**config.mk**
```make
export PLATFORM = sky130hd
export DESIGN_NAME = accel_gyro_tilt_complementary_filter
export DESIGN_NICKNAME = d
export VERILOG_FILES = /design/src/rtl/agtcf_pkg.sv /design/src/rtl/agtcf_mac.sv /design/src/rtl/agtcf_isqrt.sv /design/src/rtl/agtcf_cordic.sv /design/src/rtl/accel_gyro_tilt_complementary_filter.sv
export SDC_FILE = /design/constraint.sdc
export NUM_CORES = 2
export LEC_CHECK = 0
export BUFFER_PORTS_ARGS = -buffer_cell sky130_fd_sc_hd__buf_4
export CORE_ASPECT_RATIO = 1.2
export CORE_MARGIN = 2
export CORE_UTILIZATION = 25
export DETAILED_ROUTE_END_ITERATION = 12
export PLACE_DENSITY_LB_ADDON = 0.25
export RECOVER_POWER = 50
export SYNTH_ARGS = -nofsm -noshare
export SYNTH_HDL_FRONTEND = slang
export SYNTH_SLANG_ARGS = --single-unit
export TNS_END_PERCENT = 10
```
**constraint.sdc**
```tcl
create_clock -name clock -period 22.2 [get_ports clock]
set_clock_uncertainty 0.05 [all_clocks]
set_input_delay 3.33 -clock clock [delete_from_list [all_inputs] [get_ports clock]]
set_output_delay 3.33 -clock clock [all_outputs]
set_load 0.01 [all_outputs]
```
**src/rtl/agtcf_pkg.sv**
```systemverilog
package agtcf_pkg;

   localparam int IN_W       = 16;
   localparam int AX_W       = 17;
   localparam int OUT_W      = 24;
   localparam int ALPHA_W    = 16;
   localparam int PERIOD_W   = 20;
   localparam int CW         = 38;
   localparam int ZW         = 26;
   localparam int ANG_SH     = 8;
   localparam int ACC_ANG_W  = ZW - ANG_SH;
   localparam int XY_SH      = 16;
   localparam int MAG_SH     = 8;
   localparam int MAG_W      = 24;
   localparam int RAD_W      = 2 * MAG_W;
   localparam int REM_W      = MAG_W + 2;
   localparam int SQRT_STEPS = MAG_W;
   localparam int SQRT_CNT_W = 5;
   localparam int SUMSQ_W    = 32;
   localparam int MA_W       = 18;
   localparam int MB_W       = 37;
   localparam int PROD_W     = MA_W + MB_W;
   localparam int MACC_W     = 60;
   localparam int BLEND_SH   = 17;
   localparam int RES_SH     = 33;
   localparam int RES_W      = MACC_W - RES_SH;
   localparam int ATAN_LEN   = 24;
   localparam int ATAN_IDX_W = 5;
   localparam int ATAN_W     = 22;
   localparam int CFG_IDX_W  = 2;
   localparam int CFG_DATA_W = 20;

   localparam logic [CFG_IDX_W-1:0] CSR_ALPHA  = 2'd0;
   localparam logic [CFG_IDX_W-1:0] CSR_PERIOD = 2'd1;
   localparam logic [CFG_IDX_W-1:0] CSR_ROTATE = 2'd2;

   localparam logic [ALPHA_W-1:0]  ALPHA_RESET  = 16'd64225;
   localparam logic [PERIOD_W-1:0] PERIOD_RESET = 20'd2097;
   localparam logic [ALPHA_W:0]    ALPHA_ONE    = 17'd65536;

   localparam logic signed [ZW-1:0] DEG90    = 26'sd5898240;
   localparam logic signed [ZW-1:0] ANG_HALF = 26'sd128;

   typedef struct packed {
      logic signed [IN_W-1:0] accel_x_raw;
      logic signed [IN_W-1:0] accel_y_raw;
      logic signed [IN_W-1:0] accel_z_raw;
      logic signed [IN_W-1:0] rate_roll;
      logic signed [IN_W-1:0] rate_pitch;
   } req_type;

   typedef struct packed {
      logic signed [OUT_W-1:0] roll_angle;
      logic signed [OUT_W-1:0] pitch_angle;
   } rsp_type;

   typedef enum logic [1:0] {
      MAC_NONE  = 2'd0,
      MAC_LOAD  = 2'd1,
      MAC_ADD   = 2'd2,
      MAC_ADDSH = 2'd3
   } mac_op_type;

   typedef struct packed {
      mac_op_type             op;
      logic signed [MA_W-1:0] a;
      logic signed [MB_W-1:0] b;
   } mac_req_type;

   typedef struct packed {
      logic                 start;
      logic signed [CW-1:0] x;
      logic signed [CW-1:0] y;
   } cordic_req_type;

   // atan(2^-i) in 2^-16 degree
   function automatic logic [ATAN_W-1:0] atan_q16(input logic [ATAN_IDX_W-1:0] idx);
      logic [ATAN_W-1:0] v;
      v = '0;
      unique case (idx)
         5'd0:  v = 22'd2949120;
         5'd1:  v = 22'd1740967;
         5'd2:  v = 22'd919879;
         5'd3:  v = 22'd466945;
         5'd4:  v = 22'd234379;
         5'd5:  v = 22'd117304;
         5'd6:  v = 22'd58666;
         5'd7:  v = 22'd29335;
         5'd8:  v = 22'd14668;
         5'd9:  v = 22'd7334;
         5'd10: v = 22'd3667;
         5'd11: v = 22'd1833;
         5'd12: v = 22'd917;
         5'd13: v = 22'd458;
         5'd14: v = 22'd229;
         5'd15: v = 22'd115;
         5'd16: v = 22'd57;
         5'd17: v = 22'd29;
         5'd18: v = 22'd14;
         5'd19: v = 22'd7;
         5'd20: v = 22'd4;
         5'd21: v = 22'd2;
         5'd22: v = 22'd1;
         default: v = '0;
      endcase
      return v;
   endfunction

endpackage

```
**src/rtl/agtcf_mac.sv**
```systemverilog
module agtcf_mac (
   input  logic                                    clock,
   input  logic                                    reset,
   input  agtcf_pkg::mac_req_type                  req,
   output logic signed [agtcf_pkg::MACC_W-1:0]     acc
);
   import agtcf_pkg::*;

   logic signed [PROD_W-1:0] prod_ff, prod_in;
   mac_op_type               op_ff;
   logic signed [MACC_W-1:0] acc_ff, acc_in;

   assign prod_in = PROD_W'(req.a) * PROD_W'(req.b);

   always_comb begin
      unique case (op_ff)
         MAC_NONE:  acc_in = acc_ff;
         MAC_LOAD:  acc_in = MACC_W'(prod_ff);
         MAC_ADD:   acc_in = acc_ff + MACC_W'(prod_ff);
         MAC_ADDSH: acc_in = acc_ff + {prod_ff[MACC_W-BLEND_SH-1:0], {BLEND_SH{1'b0}}};
         default:   acc_in = acc_ff;
      endcase
   end

   always_ff @(posedge clock) begin
      if (reset) begin
         op_ff <= MAC_NONE;
      end else begin
         op_ff <= req.op;
      end
   end

   always_ff @(posedge clock) begin
      prod_ff <= prod_in;
      acc_ff  <= acc_in;
   end

   assign acc = acc_ff;

endmodule

```
**src/rtl/agtcf_isqrt.sv**
```systemverilog
module agtcf_isqrt (
   input  logic                            clock,
   input  logic                            reset,
   input  logic                            start,
   input  logic [agtcf_pkg::RAD_W-1:0]     rad,
   output logic                            busy,
   output logic [agtcf_pkg::MAG_W-1:0]     root
);
   import agtcf_pkg::*;

   logic [RAD_W-1:0]      rad_ff, rad_in;
   logic [REM_W-1:0]      rem_ff, rem_in;
   logic [MAG_W-1:0]      root_ff, root_in;
   logic [SQRT_CNT_W-1:0] cnt_ff, cnt_in;
   logic                  busy_ff, busy_in;
   logic [REM_W+1:0]      rem2, trial, diff;
   logic                  ge;

   assign rem2  = {rem_ff, rad_ff[RAD_W-1 -: 2]};
   assign trial = {2'b00, root_ff, 2'b01};
   assign ge    = rem2 >= trial;
   assign diff  = rem2 - trial;

   always_comb begin
      rad_in  = rad_ff;
      rem_in  = rem_ff;
      root_in = root_ff;
      cnt_in  = cnt_ff;
      busy_in = busy_ff;
      if (start) begin
         rad_in  = rad;
         rem_in  = '0;
         root_in = '0;
         cnt_in  = '0;
         busy_in = 1'b1;
      end else if (busy_ff) begin
         rad_in  = {rad_ff[RAD_W-3:0], 2'b00};
         rem_in  = ge ? diff[REM_W-1:0] : rem2[REM_W-1:0];
         root_in = {root_ff[MAG_W-2:0], ge};
         cnt_in  = cnt_ff + 1'b1;
         if (cnt_ff == SQRT_CNT_W'(SQRT_STEPS - 1)) begin
            busy_in = 1'b0;
         end
      end
   end

   always_ff @(posedge clock) begin
      if (reset) begin
         busy_ff <= 1'b0;
      end else begin
         busy_ff <= busy_in;
      end
   end

   always_ff @(posedge clock) begin
      rad_ff  <= rad_in;
      rem_ff  <= rem_in;
      root_ff <= root_in;
      cnt_ff  <= cnt_in;
   end

   assign busy = busy_ff;
   assign root = root_ff;

endmodule

```
**src/rtl/agtcf_cordic.sv**
```systemverilog
module agtcf_cordic #(
   parameter int NITER = 16
) (
   input  logic                                     clock,
   input  logic                                     reset,
   input  agtcf_pkg::cordic_req_type                req,
   output logic                                     busy,
   output logic signed [agtcf_pkg::ACC_ANG_W-1:0]   angle
);
   import agtcf_pkg::*;

   localparam int IW = (NITER > 1) ? $clog2(NITER) : 1;

   logic signed [CW-1:0]        x_ff, x_in, y_ff, y_in, xs, ys;
   logic signed [ZW-1:0]        z_ff, z_in, at, zr;
   logic [IW-1:0]               iter_ff, iter_in;
   logic                        busy_ff, busy_in, fin_ff, fin_in, ypos;
   logic signed [ACC_ANG_W-1:0] angle_ff, angle_in;

   assign xs   = x_ff >>> iter_ff;
   assign ys   = y_ff >>> iter_ff;
   assign ypos = !y_ff[CW-1] && (y_ff != '0);
   assign at   = ZW'(atan_q16(ATAN_IDX_W'(iter_ff)));
   assign zr   = z_ff + ANG_HALF;

   always_comb begin
      x_in     = x_ff;
      y_in     = y_ff;
      z_in     = z_ff;
      iter_in  = iter_ff;
      busy_in  = busy_ff;
      fin_in   = fin_ff;
      angle_in = angle_ff;
      if (req.start) begin
         iter_in = '0;
         fin_in  = 1'b0;
         if ((req.x == '0) && (req.y == '0)) begin
            angle_in = '0;
            busy_in  = 1'b0;
         end else begin
            busy_in = 1'b1;
            if (!req.x[CW-1]) begin
               x_in = req.x;
               y_in = req.y;
               z_in = '0;
            end else if (!req.y[CW-1]) begin
               x_in = req.y;
               y_in = -req.x;
               z_in = DEG90;
            end else begin
               x_in = -req.y;
               y_in = req.x;
               z_in = -DEG90;
            end
         end
      end else if (fin_ff) begin
         angle_in = zr[ZW-1:ANG_SH];
         busy_in  = 1'b0;
         fin_in   = 1'b0;
      end else if (busy_ff) begin
         if (ypos) begin
            x_in = x_ff + ys;
            y_in = y_ff - xs;
            z_in = z_ff + at;
         end else begin
            x_in = x_ff - ys;
            y_in = y_ff + xs;
            z_in = z_ff - at;
         end
         if (iter_ff == IW'(NITER - 1)) begin
            fin_in = 1'b1;
         end else begin
            iter_in = iter_ff + 1'b1;
         end
      end
   end

   always_ff @(posedge clock) begin
      if (reset) begin
         busy_ff <= 1'b0;
         fin_ff  <= 1'b0;
      end else begin
         busy_ff <= busy_in;
         fin_ff  <= fin_in;
      end
   end

   always_ff @(posedge clock) begin
      x_ff     <= x_in;
      y_ff     <= y_in;
      z_ff     <= z_in;
      iter_ff  <= iter_in;
      angle_ff <= angle_in;
   end

   assign busy  = busy_ff;
   assign angle = angle_ff;

endmodule

```
**src/rtl/accel_gyro_tilt_complementary_filter.sv**
```systemverilog
// Roll/pitch tilt estimator, one IMU sample per request beat.
// req channel: valid/ready, req_data carries three accel counts and two gyro rates.
// rsp channel: valid/ready, rsp_data carries the filtered roll and pitch angles
// in 1/256 degree, saturated to 24 bits. One response beat per request beat.
// csr channel: valid/ready write port, csr_index selects alpha_weight (0),
// sample_period (1) or rotate_mount (2); other indexes are dropped. Always ready.
// One sample is processed at a time; req_ready is high only while idle.
// From request beat to response valid, a sample passes through the squares,
// a 24-step bit-serial square root (overlapping the roll CORDIC pass), the
// launch of the pitch CORDIC pass, that pass on the shared rotation stage,
// the shared multiply-accumulate for the two blends and the load of the
// response register.
// The response sits in an output register; a new request is taken while it
// waits. If the receiver stalls, the next result waits in the final state
// until the register frees.
// Synchronous reset clears the angle estimates to zero, restores the register
// defaults and leaves both channels empty.
module accel_gyro_tilt_complementary_filter #(
   parameter int CORDIC_ITERATIONS = 16
) (
   input  logic                                 clock,
   input  logic                                 reset,
   input  logic                                 req_valid,
   output logic                                 req_ready,
   input  agtcf_pkg::req_type                   req_data,
   output logic                                 rsp_valid,
   input  logic                                 rsp_ready,
   output agtcf_pkg::rsp_type                   rsp_data,
   input  logic                                 csr_valid,
   output logic                                 csr_ready,
   input  logic [agtcf_pkg::CFG_IDX_W-1:0]      csr_index,
   input  logic [agtcf_pkg::CFG_DATA_W-1:0]     csr_wdata
);
   import agtcf_pkg::*;

   localparam int N_ITER = (CORDIC_ITERATIONS > ATAN_LEN) ? ATAN_LEN : CORDIC_ITERATIONS;

   typedef enum logic [5:0] {
      ST_IDLE  = 6'b000001,
      ST_SQR   = 6'b000010,
      ST_ROOT  = 6'b000100,
      ST_PITCH = 6'b001000,
      ST_BLEND = 6'b010000,
      ST_DONE  = 6'b100000
   } state_type;

   state_type                   state_ff, state_in;
   logic [ALPHA_W-1:0]          alpha_ff, alpha_in;
   logic [PERIOD_W-1:0]         period_ff, period_in;
   logic                        rotate_ff, rotate_in;
   logic signed [AX_W-1:0]      ax_ff, ax_in, ay_ff, ay_in, az_ff, az_in;
   logic signed [IN_W-1:0]      gr_ff, gr_in, gp_ff, gp_in;
   logic [1:0]                  sq_cnt_ff, sq_cnt_in;
   logic [2:0]                  phase_ff, phase_in;
   logic                        sel_ff, sel_in;
   logic signed [ACC_ANG_W-1:0] roll_grav_ff, roll_grav_in;
   logic signed [OUT_W-1:0]     roll_est_ff, roll_est_in, pitch_est_ff, pitch_est_in;
   logic                        rsp_valid_ff, rsp_valid_in;
   rsp_type                     rsp_data_ff, rsp_data_in;

   mac_req_type                 mac_req;
   logic signed [MACC_W-1:0]    mac_acc;
   cordic_req_type              cordic_req;
   logic                        cordic_busy;
   logic signed [ACC_ANG_W-1:0] cordic_angle;
   logic                        sqrt_start, sqrt_busy;
   logic [RAD_W-1:0]            sqrt_rad;
   logic [MAG_W-1:0]            sqrt_root;

   logic signed [OUT_W-1:0]     old_sel;
   logic signed [IN_W-1:0]      rate_sel;
   logic signed [ACC_ANG_W-1:0] ang_sel;
   logic [ALPHA_W:0]            beta;
   logic signed [RES_W-1:0]     r_sum;
   logic signed [OUT_W-1:0]     r_sat;
   logic                        accept, can_load;

   agtcf_mac u_mac (
      .clock (clock),
      .reset (reset),
      .req   (mac_req),
      .acc   (mac_acc)
   );

   agtcf_isqrt u_isqrt (
      .clock (clock),
      .reset (reset),
      .start (sqrt_start),
      .rad   (sqrt_rad),
      .busy  (sqrt_busy),
      .root  (sqrt_root)
   );

   agtcf_cordic #(.NITER(N_ITER)) u_cordic (
      .clock (clock),
      .reset (reset),
      .req   (cordic_req),
      .busy  (cordic_busy),
      .angle (cordic_angle)
   );

   assign accept   = req_valid && req_ready;
   assign can_load = !rsp_valid_ff || rsp_ready;
   assign beta     = ALPHA_ONE - (ALPHA_W + 1)'(alpha_ff);
   assign old_sel  = sel_ff ? pitch_est_ff : roll_est_ff;
   assign rate_sel = sel_ff ? gp_ff : gr_ff;
   assign ang_sel  = sel_ff ? cordic_angle : roll_grav_ff;
   assign sqrt_rad = {mac_acc[SUMSQ_W-1:0], {(RAD_W - SUMSQ_W){1'b0}}};

   // round half up then clamp to the output range
   assign r_sum = mac_acc[MACC_W-1:RES_SH] + RES_W'(mac_acc[RES_SH-1]);

   always_comb begin
      if (!r_sum[RES_W-1] && (r_sum[RES_W-2:OUT_W-1] != '0)) begin
         r_sat = {1'b0, {(OUT_W - 1){1'b1}}};
      end else if (r_sum[RES_W-1] && (r_sum[RES_W-2:OUT_W-1] != '1)) begin
         r_sat = {1'b1, {(OUT_W - 1){1'b0}}};
      end else begin
         r_sat = r_sum[OUT_W-1:0];
      end
   end

   always_comb begin
      alpha_in  = alpha_ff;
      period_in = period_ff;
      rotate_in = rotate_ff;
      if (csr_valid) begin
         unique case (csr_index)
            CSR_ALPHA:  alpha_in  = csr_wdata[ALPHA_W-1:0];
            CSR_PERIOD: period_in = csr_wdata[PERIOD_W-1:0];
            CSR_ROTATE: rotate_in = csr_wdata[0];
            default:    ;
         endcase
      end
   end

   always_comb begin
      state_in     = state_ff;
      ax_in        = ax_ff;
      ay_in        = ay_ff;
      az_in        = az_ff;
      gr_in        = gr_ff;
      gp_in        = gp_ff;
      sq_cnt_in    = sq_cnt_ff;
      phase_in     = phase_ff;
      sel_in       = sel_ff;
      roll_grav_in = roll_grav_ff;
      roll_est_in  = roll_est_ff;
      pitch_est_in = pitch_est_ff;
      rsp_data_in  = rsp_data_ff;
      rsp_valid_in = rsp_ready ? 1'b0 : rsp_valid_ff;
      mac_req      = '{op: MAC_NONE, a: '0, b: '0};
      cordic_req   = '{start: 1'b0, x: '0, y: '0};
      sqrt_start   = 1'b0;

      unique case (state_ff)
         ST_IDLE: begin
            if (accept) begin
               if (rotate_ff) begin
                  ax_in = AX_W'(req_data.accel_y_raw);
                  ay_in = -AX_W'(req_data.accel_x_raw);
               end else begin
                  ax_in = AX_W'(req_data.accel_x_raw);
                  ay_in = AX_W'(req_data.accel_y_raw);
               end
               az_in     = AX_W'(req_data.accel_z_raw);
               gr_in     = req_data.rate_roll;
               gp_in     = req_data.rate_pitch;
               sq_cnt_in = '0;
               state_in  = ST_SQR;
            end
         end
         ST_SQR: begin
            sq_cnt_in = sq_cnt_ff + 1'b1;
            unique case (sq_cnt_ff)
               2'd0: begin
                  mac_req    = '{op: MAC_LOAD, a: MA_W'(ay_ff), b: MB_W'(ay_ff)};
                  cordic_req = '{start: 1'b1,
                                 x: CW'(az_ff) <<< XY_SH,
                                 y: CW'(ay_ff) <<< XY_SH};
               end
               2'd1: begin
                  mac_req = '{op: MAC_ADD, a: MA_W'(az_ff), b: MB_W'(az_ff)};
               end
               2'd2: ;
               2'd3: begin
                  sqrt_start = 1'b1;
                  state_in   = ST_ROOT;
               end
               default: ;
            endcase
         end
         ST_ROOT: begin
            if (!cordic_busy && !sqrt_busy) begin
               roll_grav_in = cordic_angle;
               cordic_req   = '{start: 1'b1,
                                x: CW'({sqrt_root, {MAG_SH{1'b0}}}),
                                y: -(CW'(ax_ff) <<< XY_SH)};
               state_in     = ST_PITCH;
            end
         end
         ST_PITCH: begin
            if (!cordic_busy) begin
               phase_in = '0;
               sel_in   = 1'b0;
               state_in = ST_BLEND;
            end
         end
         ST_BLEND: begin
            phase_in = phase_ff + 1'b1;
            unique case (phase_ff)
               3'd0: mac_req = '{op: MAC_LOAD, a: MA_W'(rate_sel), b: MB_W'(period_ff)};
               3'd2: mac_req = '{op: MAC_LOAD, a: MA_W'(alpha_ff), b: mac_acc[MB_W-1:0]};
               3'd3: mac_req = '{op: MAC_ADDSH, a: MA_W'(alpha_ff), b: MB_W'(old_sel)};
               3'd4: mac_req = '{op: MAC_ADDSH, a: MA_W'(beta), b: MB_W'(ang_sel)};
               3'd6: begin
                  phase_in = '0;
                  if (sel_ff) begin
                     pitch_est_in = r_sat;
                     state_in     = ST_DONE;
                  end else begin
                     roll_est_in = r_sat;
                     sel_in      = 1'b1;
                  end
               end
               default: ;
            endcase
         end
         ST_DONE: begin
            if (can_load) begin
               rsp_data_in  = '{roll_angle: roll_est_ff, pitch_angle: pitch_est_ff};
               rsp_valid_in = 1'b1;
               state_in     = ST_IDLE;
            end
         end
         default: state_in = ST_IDLE;
      endcase
   end

   always_ff @(posedge clock) begin
      if (reset) begin
         state_ff     <= ST_IDLE;
         alpha_ff     <= ALPHA_RESET;
         period_ff    <= PERIOD_RESET;
         rotate_ff    <= 1'b0;
         roll_est_ff  <= '0;
         pitch_est_ff <= '0;
         rsp_valid_ff <= 1'b0;
      end else begin
         state_ff     <= state_in;
         alpha_ff     <= alpha_in;
         period_ff    <= period_in;
         rotate_ff    <= rotate_in;
         roll_est_ff  <= roll_est_in;
         pitch_est_ff <= pitch_est_in;
         rsp_valid_ff <= rsp_valid_in;
      end
   end

   always_ff @(posedge clock) begin
      ax_ff        <= ax_in;
      ay_ff        <= ay_in;
      az_ff        <= az_in;
      gr_ff        <= gr_in;
      gp_ff        <= gp_in;
      sq_cnt_ff    <= sq_cnt_in;
      phase_ff     <= phase_in;
      sel_ff       <= sel_in;
      roll_grav_ff <= roll_grav_in;
      rsp_data_ff  <= rsp_data_in;
   end

   assign req_ready = (state_ff == ST_IDLE);
   assign rsp_valid = rsp_valid_ff;
   assign rsp_data  = rsp_data_ff;
   assign csr_ready = 1'b1;

endmodule

```
## Yosys cells after proc, flatten, opt, wreduce, memory -nomap -nowiden

Memory sizes are Yosys's and may differ from the RTL's. A register that Yosys moved wholly into a read port is not among the register bits.
Cells that the tools add are included.

| word-level totals | value |
|---|---|
| register bits after elaboration | 577 |
| memory bits (read-only) | 352 |
| bits of input ports | 107 |
| output and inout port bits | 51 |
| memories kept | 1 |

Memory list:

| name | depth | width | rd ports | clocked after Yosys merged registers in | write ports | line | RTL |
|---|---|---|---|---|---|---|---|
| (name not given) | 16 | 22 | 1 | 1 | 0 | agtcf_pkg.sv:80 | `unique case (idx)` |

| operators by class | value |
|---|---|
| $add $sub $neg | 20 |
| multiply operators | 1 |
| magnitude comparators | 1 |
| equal/unequal tests | 30 |
| shift operators | 2 |
| mux-type cells | 71 |
| bitwise operators | 4 |
| reductions and logical operators | 41 |

Operator list:

| kind | count |
|---|---|
| $mux 38 | 14 |
| $pmux 57 s2 | 2 |
| $pmux 57 s4 | 1 |
| $mux 26 | 8 |
| $pmux 60 s3 | 1 |
| $mux 77 | 2 |
| $pmux 77 s2 | 1 |
| $mux 48 | 2 |
| $add 38x38->38 | 2 |
| $logic_not 38->1 | 2 |
| $neg 38->38 | 2 |
| $sshr 38x4->38 | 2 |
| $sub 38x38->38 | 2 |
| $mux 18 | 4 |
| $mux 24 | 3 |
| $add 60x55->60 | 1 |
| $add 60x60->60 | 1 |
| $mul 18x37->55 | 1 |
| $mux 6 | 7 |
| $neg 33->38 | 1 |
| $reduce_bool 38->1 | 1 |
| $pmux 6 s6 | 1 |
| $mux 17 | 2 |
| $ge 28x26->1 | 1 |
| 46 further kinds | 106 |

## Longest topological paths before layout

| depth | value |
|---|---|
| depth after elaboration | 9 |
| gate-level depth with buffers | 36 |
| gate-level depth less buffers | 34 |

## By module

A second synthesis with hierarchy kept.

| second synthesis, totals | value |
|---|---|
| cells, all modules | 7756 |
| area total of the unflattened synthesis | 69332.7 um2 |

Modules (own cells, without submodules):

| module | times used | cells an instance | area each (um2) | sequential area each (um2) |
|---|---|---|---|---|
| agtcf_mac | 1 | 3701 | 31999.4 | 2942.8 |
| agtcf_cordic | 1 | 2321 | 19259.7 | 4164.0 |
| accel_gyro_tilt_complementary_filter | 1 | 1189 | 12359.4 | 6436.2 |
| agtcf_isqrt | 1 | 545 | 5714.2 | 2562.5 |

## Worst setup path after synthesis

OpenSTA, ideal clock, no wires.

| path | value |
|---|---|
| path type | reg2reg |
| start | reg state_ff[0] |
| end | reg u_mac.prod_ff[53] |
| setup time | 127 ps |
| data arrival time | 9028 ps |
| data required time | 22023 ps |
| setup slack | 12995 ps |
| stages on the path, launching flop included | 34 |
| cell sequence | dfxtp_1 > nor4_1 > and3_1 > clkbuf_1 > clkbuf_1 > clkbuf_1 > buf_2 > buf_1 > a22oi_1 > o21ai_1 > clkbuf_1 > nand2_1 > fa_1 > inv_1 > fa_1 > inv_1 > fa_1 > inv_1 > fa_1 > fa_1 > inv_1 > fa_1 > inv_1 > ha_1 > or3_1 > o211ai_1 > o221ai_1 > a311o_1 > o21a_1 > a21oi_1 > o21a_1 > o21ai_1 > and4b_1 > or3_1 |

| between the ends | value |
|---|---|
| longest elaborated chain between the ends | 3 |

RTL lines:

| item | line | RTL |
|---|---|---|
| start, declared | accel_gyro_tilt_complementary_filter.sv:47 | `state_type state_ff, state_in;` |
| start signal, assigned | accel_gyro_tilt_complementary_filter.sv:250 | `state_ff <= state_in;` |
| $eq 6x5->1 / $eq 6x2->1 (equally long branches) | accel_gyro_tilt_complementary_filter.sv:156 | `unique case (state_ff)` |
| $pmux 57 s2 * | accel_gyro_tilt_complementary_filter.sv:156 |  |
| $mul 18x37->55 * | agtcf_mac.sv:13 | `assign prod_in = PROD_W'(req.a) * PROD_W'(req.b);` |
| named net u_mac.prod_in[53] | agtcf_mac.sv:9 | `logic signed [PROD_W-1:0] prod_ff, prod_in;` |
| end signal, assigned | agtcf_mac.sv:34 | `prod_ff <= prod_in;` |
| end, declared | agtcf_mac.sv:9 |  |

Mark *: on every way through the listed nets, which the timed path passes. The rest lies on a longest branch.
A chain may end at the register's enable or synchronous reset.

## Worst setup path in the final report

| path | value |
|---|---|
| start | reg sel_ff |
| end | reg u_mac.prod_ff[53] |

| between the ends | value |
|---|---|
| longest elaborated chain between the ends | 4 |

RTL lines:

| item | line | RTL |
|---|---|---|
| start, declared | accel_gyro_tilt_complementary_filter.sv:55 | `logic sel_ff, sel_in;` |
| start signal, assigned | accel_gyro_tilt_complementary_filter.sv:268 | `sel_ff <= sel_in;` |
| $mux 16 (tied with other cells) | accel_gyro_tilt_complementary_filter.sv:106 | `assign rate_sel = sel_ff ? gp_ff : gr_ff;` |
| $pmux 57 s4 * | accel_gyro_tilt_complementary_filter.sv:211 | `unique case (phase_ff)` |
| $pmux 57 s2 * | accel_gyro_tilt_complementary_filter.sv:156 |  |
| $mul 18x37->55 * | agtcf_mac.sv:13 |  |
| named net u_mac.prod_in[53] | agtcf_mac.sv:9 |  |

Marks and branches as above.

==> impl_metrics.json <==
{
  "clk_latency_ns": 0.74,
  "antenna_found_initial": 21,
  "tightest_slew_ns": 4.01,
  "start_util_pct": 25.1,
  "drcViolationCount": 0,
  "rows": 206,
  "synth_seq_cells": 598,
  "hold_violations": 0,
  "hp-class": "register to register",
  "irDropWorstVdd_mv": 0.0590,
  "post-route-cell-area_sq_um": 73300,
  "root_buffer": "clkbuf_16",
  "cts.sinks": 598,
  "die_h_microns": 566,
  "cp_slowest_cell": "clkbuf_1",
  "cts-resized-gates": 0,
  "yosysSeqAreaShare_pct": 23.8,
  "startpoint": "sel_ff",
  "cts_tree": "yes",
  "synthTopCellsByArea": "fa_1 19%, edfxtp_1 17%, ha_1 7.3%, dfxtp_1 7.1%, nand2_1 5.7%",
  "cts_made_buffers": 78,
  "core_sq_um": 262000,
  "status": "complete, but fails checks",
  "syn_inst": 7387,
  "dieArea_sq_um": 267000,
  "area_growth_pct": 11.5,
  "cp.required_ns": 22.74,
  "cts_hold_buf": 0,
  "ant_nets": 0,
  "fmax_mhz": 85.4,
  "grt_max_degree": 82,
  "slew_headroom_pct": -167,
  "synth_nets": 8518,
  "synth_area_sq_um": 65700,
  "critPathMaxFanout": 36,
  "timing.max_cap.violations": 15,
  "vias_per_cell": 5.01,
  "syn_avg_cell_area_sq_um": 8.90,
  "grt_pass1_vias": 56300,
  "synth_ff_type": "edfxtp_1",
  "num_vias": 54500,
  "cpPeakStageDelay_ns": 1.67,
  "mostFrequentLayoutCells": "1007 x nand2_1, 903 x inv_1, 639 x fa_1",
  "fp.dieW_microns": 472,
  "place_area_sq_um": 70700,
  "critPathCaptureType": "register",
  "n_fill_cell": 27900,
  "final_nets": 8498,
  "ys_warn_count": 0,
  "clockBufferDepth": 3,
  "grt_usage_pct": 18.0,
  "post-dp-hpwl_microns": 194000,
  "yosys.area.top_type_share_pct": 19.5,
  "final_common_cell": "nand2_1",
  "post-route-min-period_ns": 11.72,
  "place_inst": 10700,
  "htreeDepth": 3,
  "drt_pass1_iterations": 6,
  "port_buffers": 156,
  "slew_viol_final": 685,
  "arrival_ns": 12.26,
  "cts_setup_buffers": 0,
  "gp_congestion": 0.912,
  "clk_pin_slew_ns": 0.06,
  "finalPower_w": 0.00514,
  "setup_tns_ns": 0,
  "cpMostUsedCell": "fa_1",
  "synth_edf_count": 365,
  "violations": "capacitance limit, slew limit",
  "leakagePower_nw": 30.8,
  "critPathLaunchType": "register",
  "setup_viol_count_final": 0,
  "grt_overflow": 0,
  "hold_path.startpoint": "pitch_est_ff[19]",
  "rsz0062_at_grt": "false",
  "fin_crit_sh_pct": 52.8,
  "yosysUniqueCellTypes": 92,
  "pin_count": 158,
  "worstSetupPathType": "register to register",
  "reg2reg_from": "sel_ff",
  "synth_top_cell_by_area": "fa_1",
  "synthArstFlopShare_pct": 0,
  "powerDensity_nw_per_um2": 70.1,
  "first_iter_violations": 3896,
  "grt_first_pass_wirelength_microns": 363000,
  "stdcell_count": 10900,
  "final_core_util_pct": 28.0,
  "wire_per_inst_microns": 22.4,
  "drive_above_1_share_pct": 7.91,
  "drt_wl_total_microns": 244000
}
-- logic make-up after synthesis --
family	synth area share, %
AO/OA/AOI/OAI	15.1
XOR/XNOR	5.84
adder cells (fa/ha/maj)	26.8
buffers and inverters	7.35
flip-flops	23.8
multiplexers	5.89
other	0.00570
AND/OR/NAND/NOR	15.2
-- power breakdown --
| part | internal (W) | leakage, nW | switching [W] |
|---|---|---|---|
| clock | 0.000763 | 1.32 | 0.000598 |
| sequential | 0.00133 | 5.25 | 0.000114 |
| combinational | 0.000953 | 24.3 | 0.00138 |
-- per-stage QoR --
stage	worst slack (ns)	hold WS, ns
after floorplan	12.99	0.370
after global placement	11.21	0.387
after detailed placement	11.10	0.387
after CTS	11.06	0.387
after global routing	9.86	0.401
final	10.49	0.398
-- metal layers --
layer  global-route usage, %  up-vias  routed length [microns]
met5                       0        -                       10
met4                    10.7        2                    17200
met3                    1.88      474                    10600
met2                    33.4     1444                   126000
met1                    19.9    27500                    90000
li1                        -    25100                        -
-- path summary, 6_finish.rpt --
path,endpoint,slack (ns),depth (start not counted)
setup / recovery,u_mac.prod_ff[53],10.49,29
hold / removal,rsp_data[19],0.40,0
setup reg to reg,u_mac.prod_ff[53],10.49,29
hold reg to reg,rsp_data[19],0.40,0
-- cell usage after synthesis (15+ instances only) --
library cell,n
a221oi_1,15
a221o_1,18
o21a_1,43
nand3b_1,17
dfxtp_1,233
nand3_1,83
o21ai_1,41
a41oi_1,17
fa_1,639
nand2_1,1007
mux4_2,73
nor4_1,35
o22ai_1,31
nand4_1,42
buf_1,32
nor2b_1,70
edfxtp_1,365
o31ai_1,23
o221ai_1,38
or3_1,43
a21o_1,138
a211o_1,21
nand2b_1,56
clkbuf_1,295
o211ai_1,41
nor2_1,523
buf_2,15
ha_1,385
a211oi_1,101
o21ai_0,325
or2_2,20
xnor2_1,254
mux2_2,87
xor2_1,184
and3_1,42
a21oi_1,426
o21bai_1,43
a31oi_1,57
and2_1,141
nor3_1,85
inv_1,905
a22oi_1,53
mux2i_1,117
-- state kept, by name (all words and copies together) (netlist names), 26 cells and up --
name	flops
u_mac.acc	60
u_mac.prod_ff	55
rsp_data	48
u_cordic.x_ff	38
u_cordic.y_ff	38
u_isqrt.rad_ff	32
u_cordic.z_ff	26
u_isqrt.rem_ff	26
-- area by class of cell --
cell class | instances | area [sq um] | area share [%]
clock inverter | 43 | 547 | 0.746
timing repair buffer | 254 | 1770 | 2.42
clock buffer | 101 | 2190 | 2.98
sequential | 598 | 15600 | 21.3
tap | 3432 | 4290 | 5.86
inverter | 911 | 3420 | 4.67
antenna | 5 | 12.5 | 0.0171
multi-input combinational | 5524 | 45400 | 62.0
-- worst max-delay path, delay by kind of cell (launching register included) --
kind	cells	cell delay, ns
AO/OA/AOI/OAI	12	3.54
adder cells (fa/ha/maj)	7	2.98
buffers and inverters	6	2.79
flip-flops	1	0.76
AND/OR/NAND/NOR	3	0.71
multiplexers	1	0.65
No activity file was read; power rests on OpenSTA's default activity.
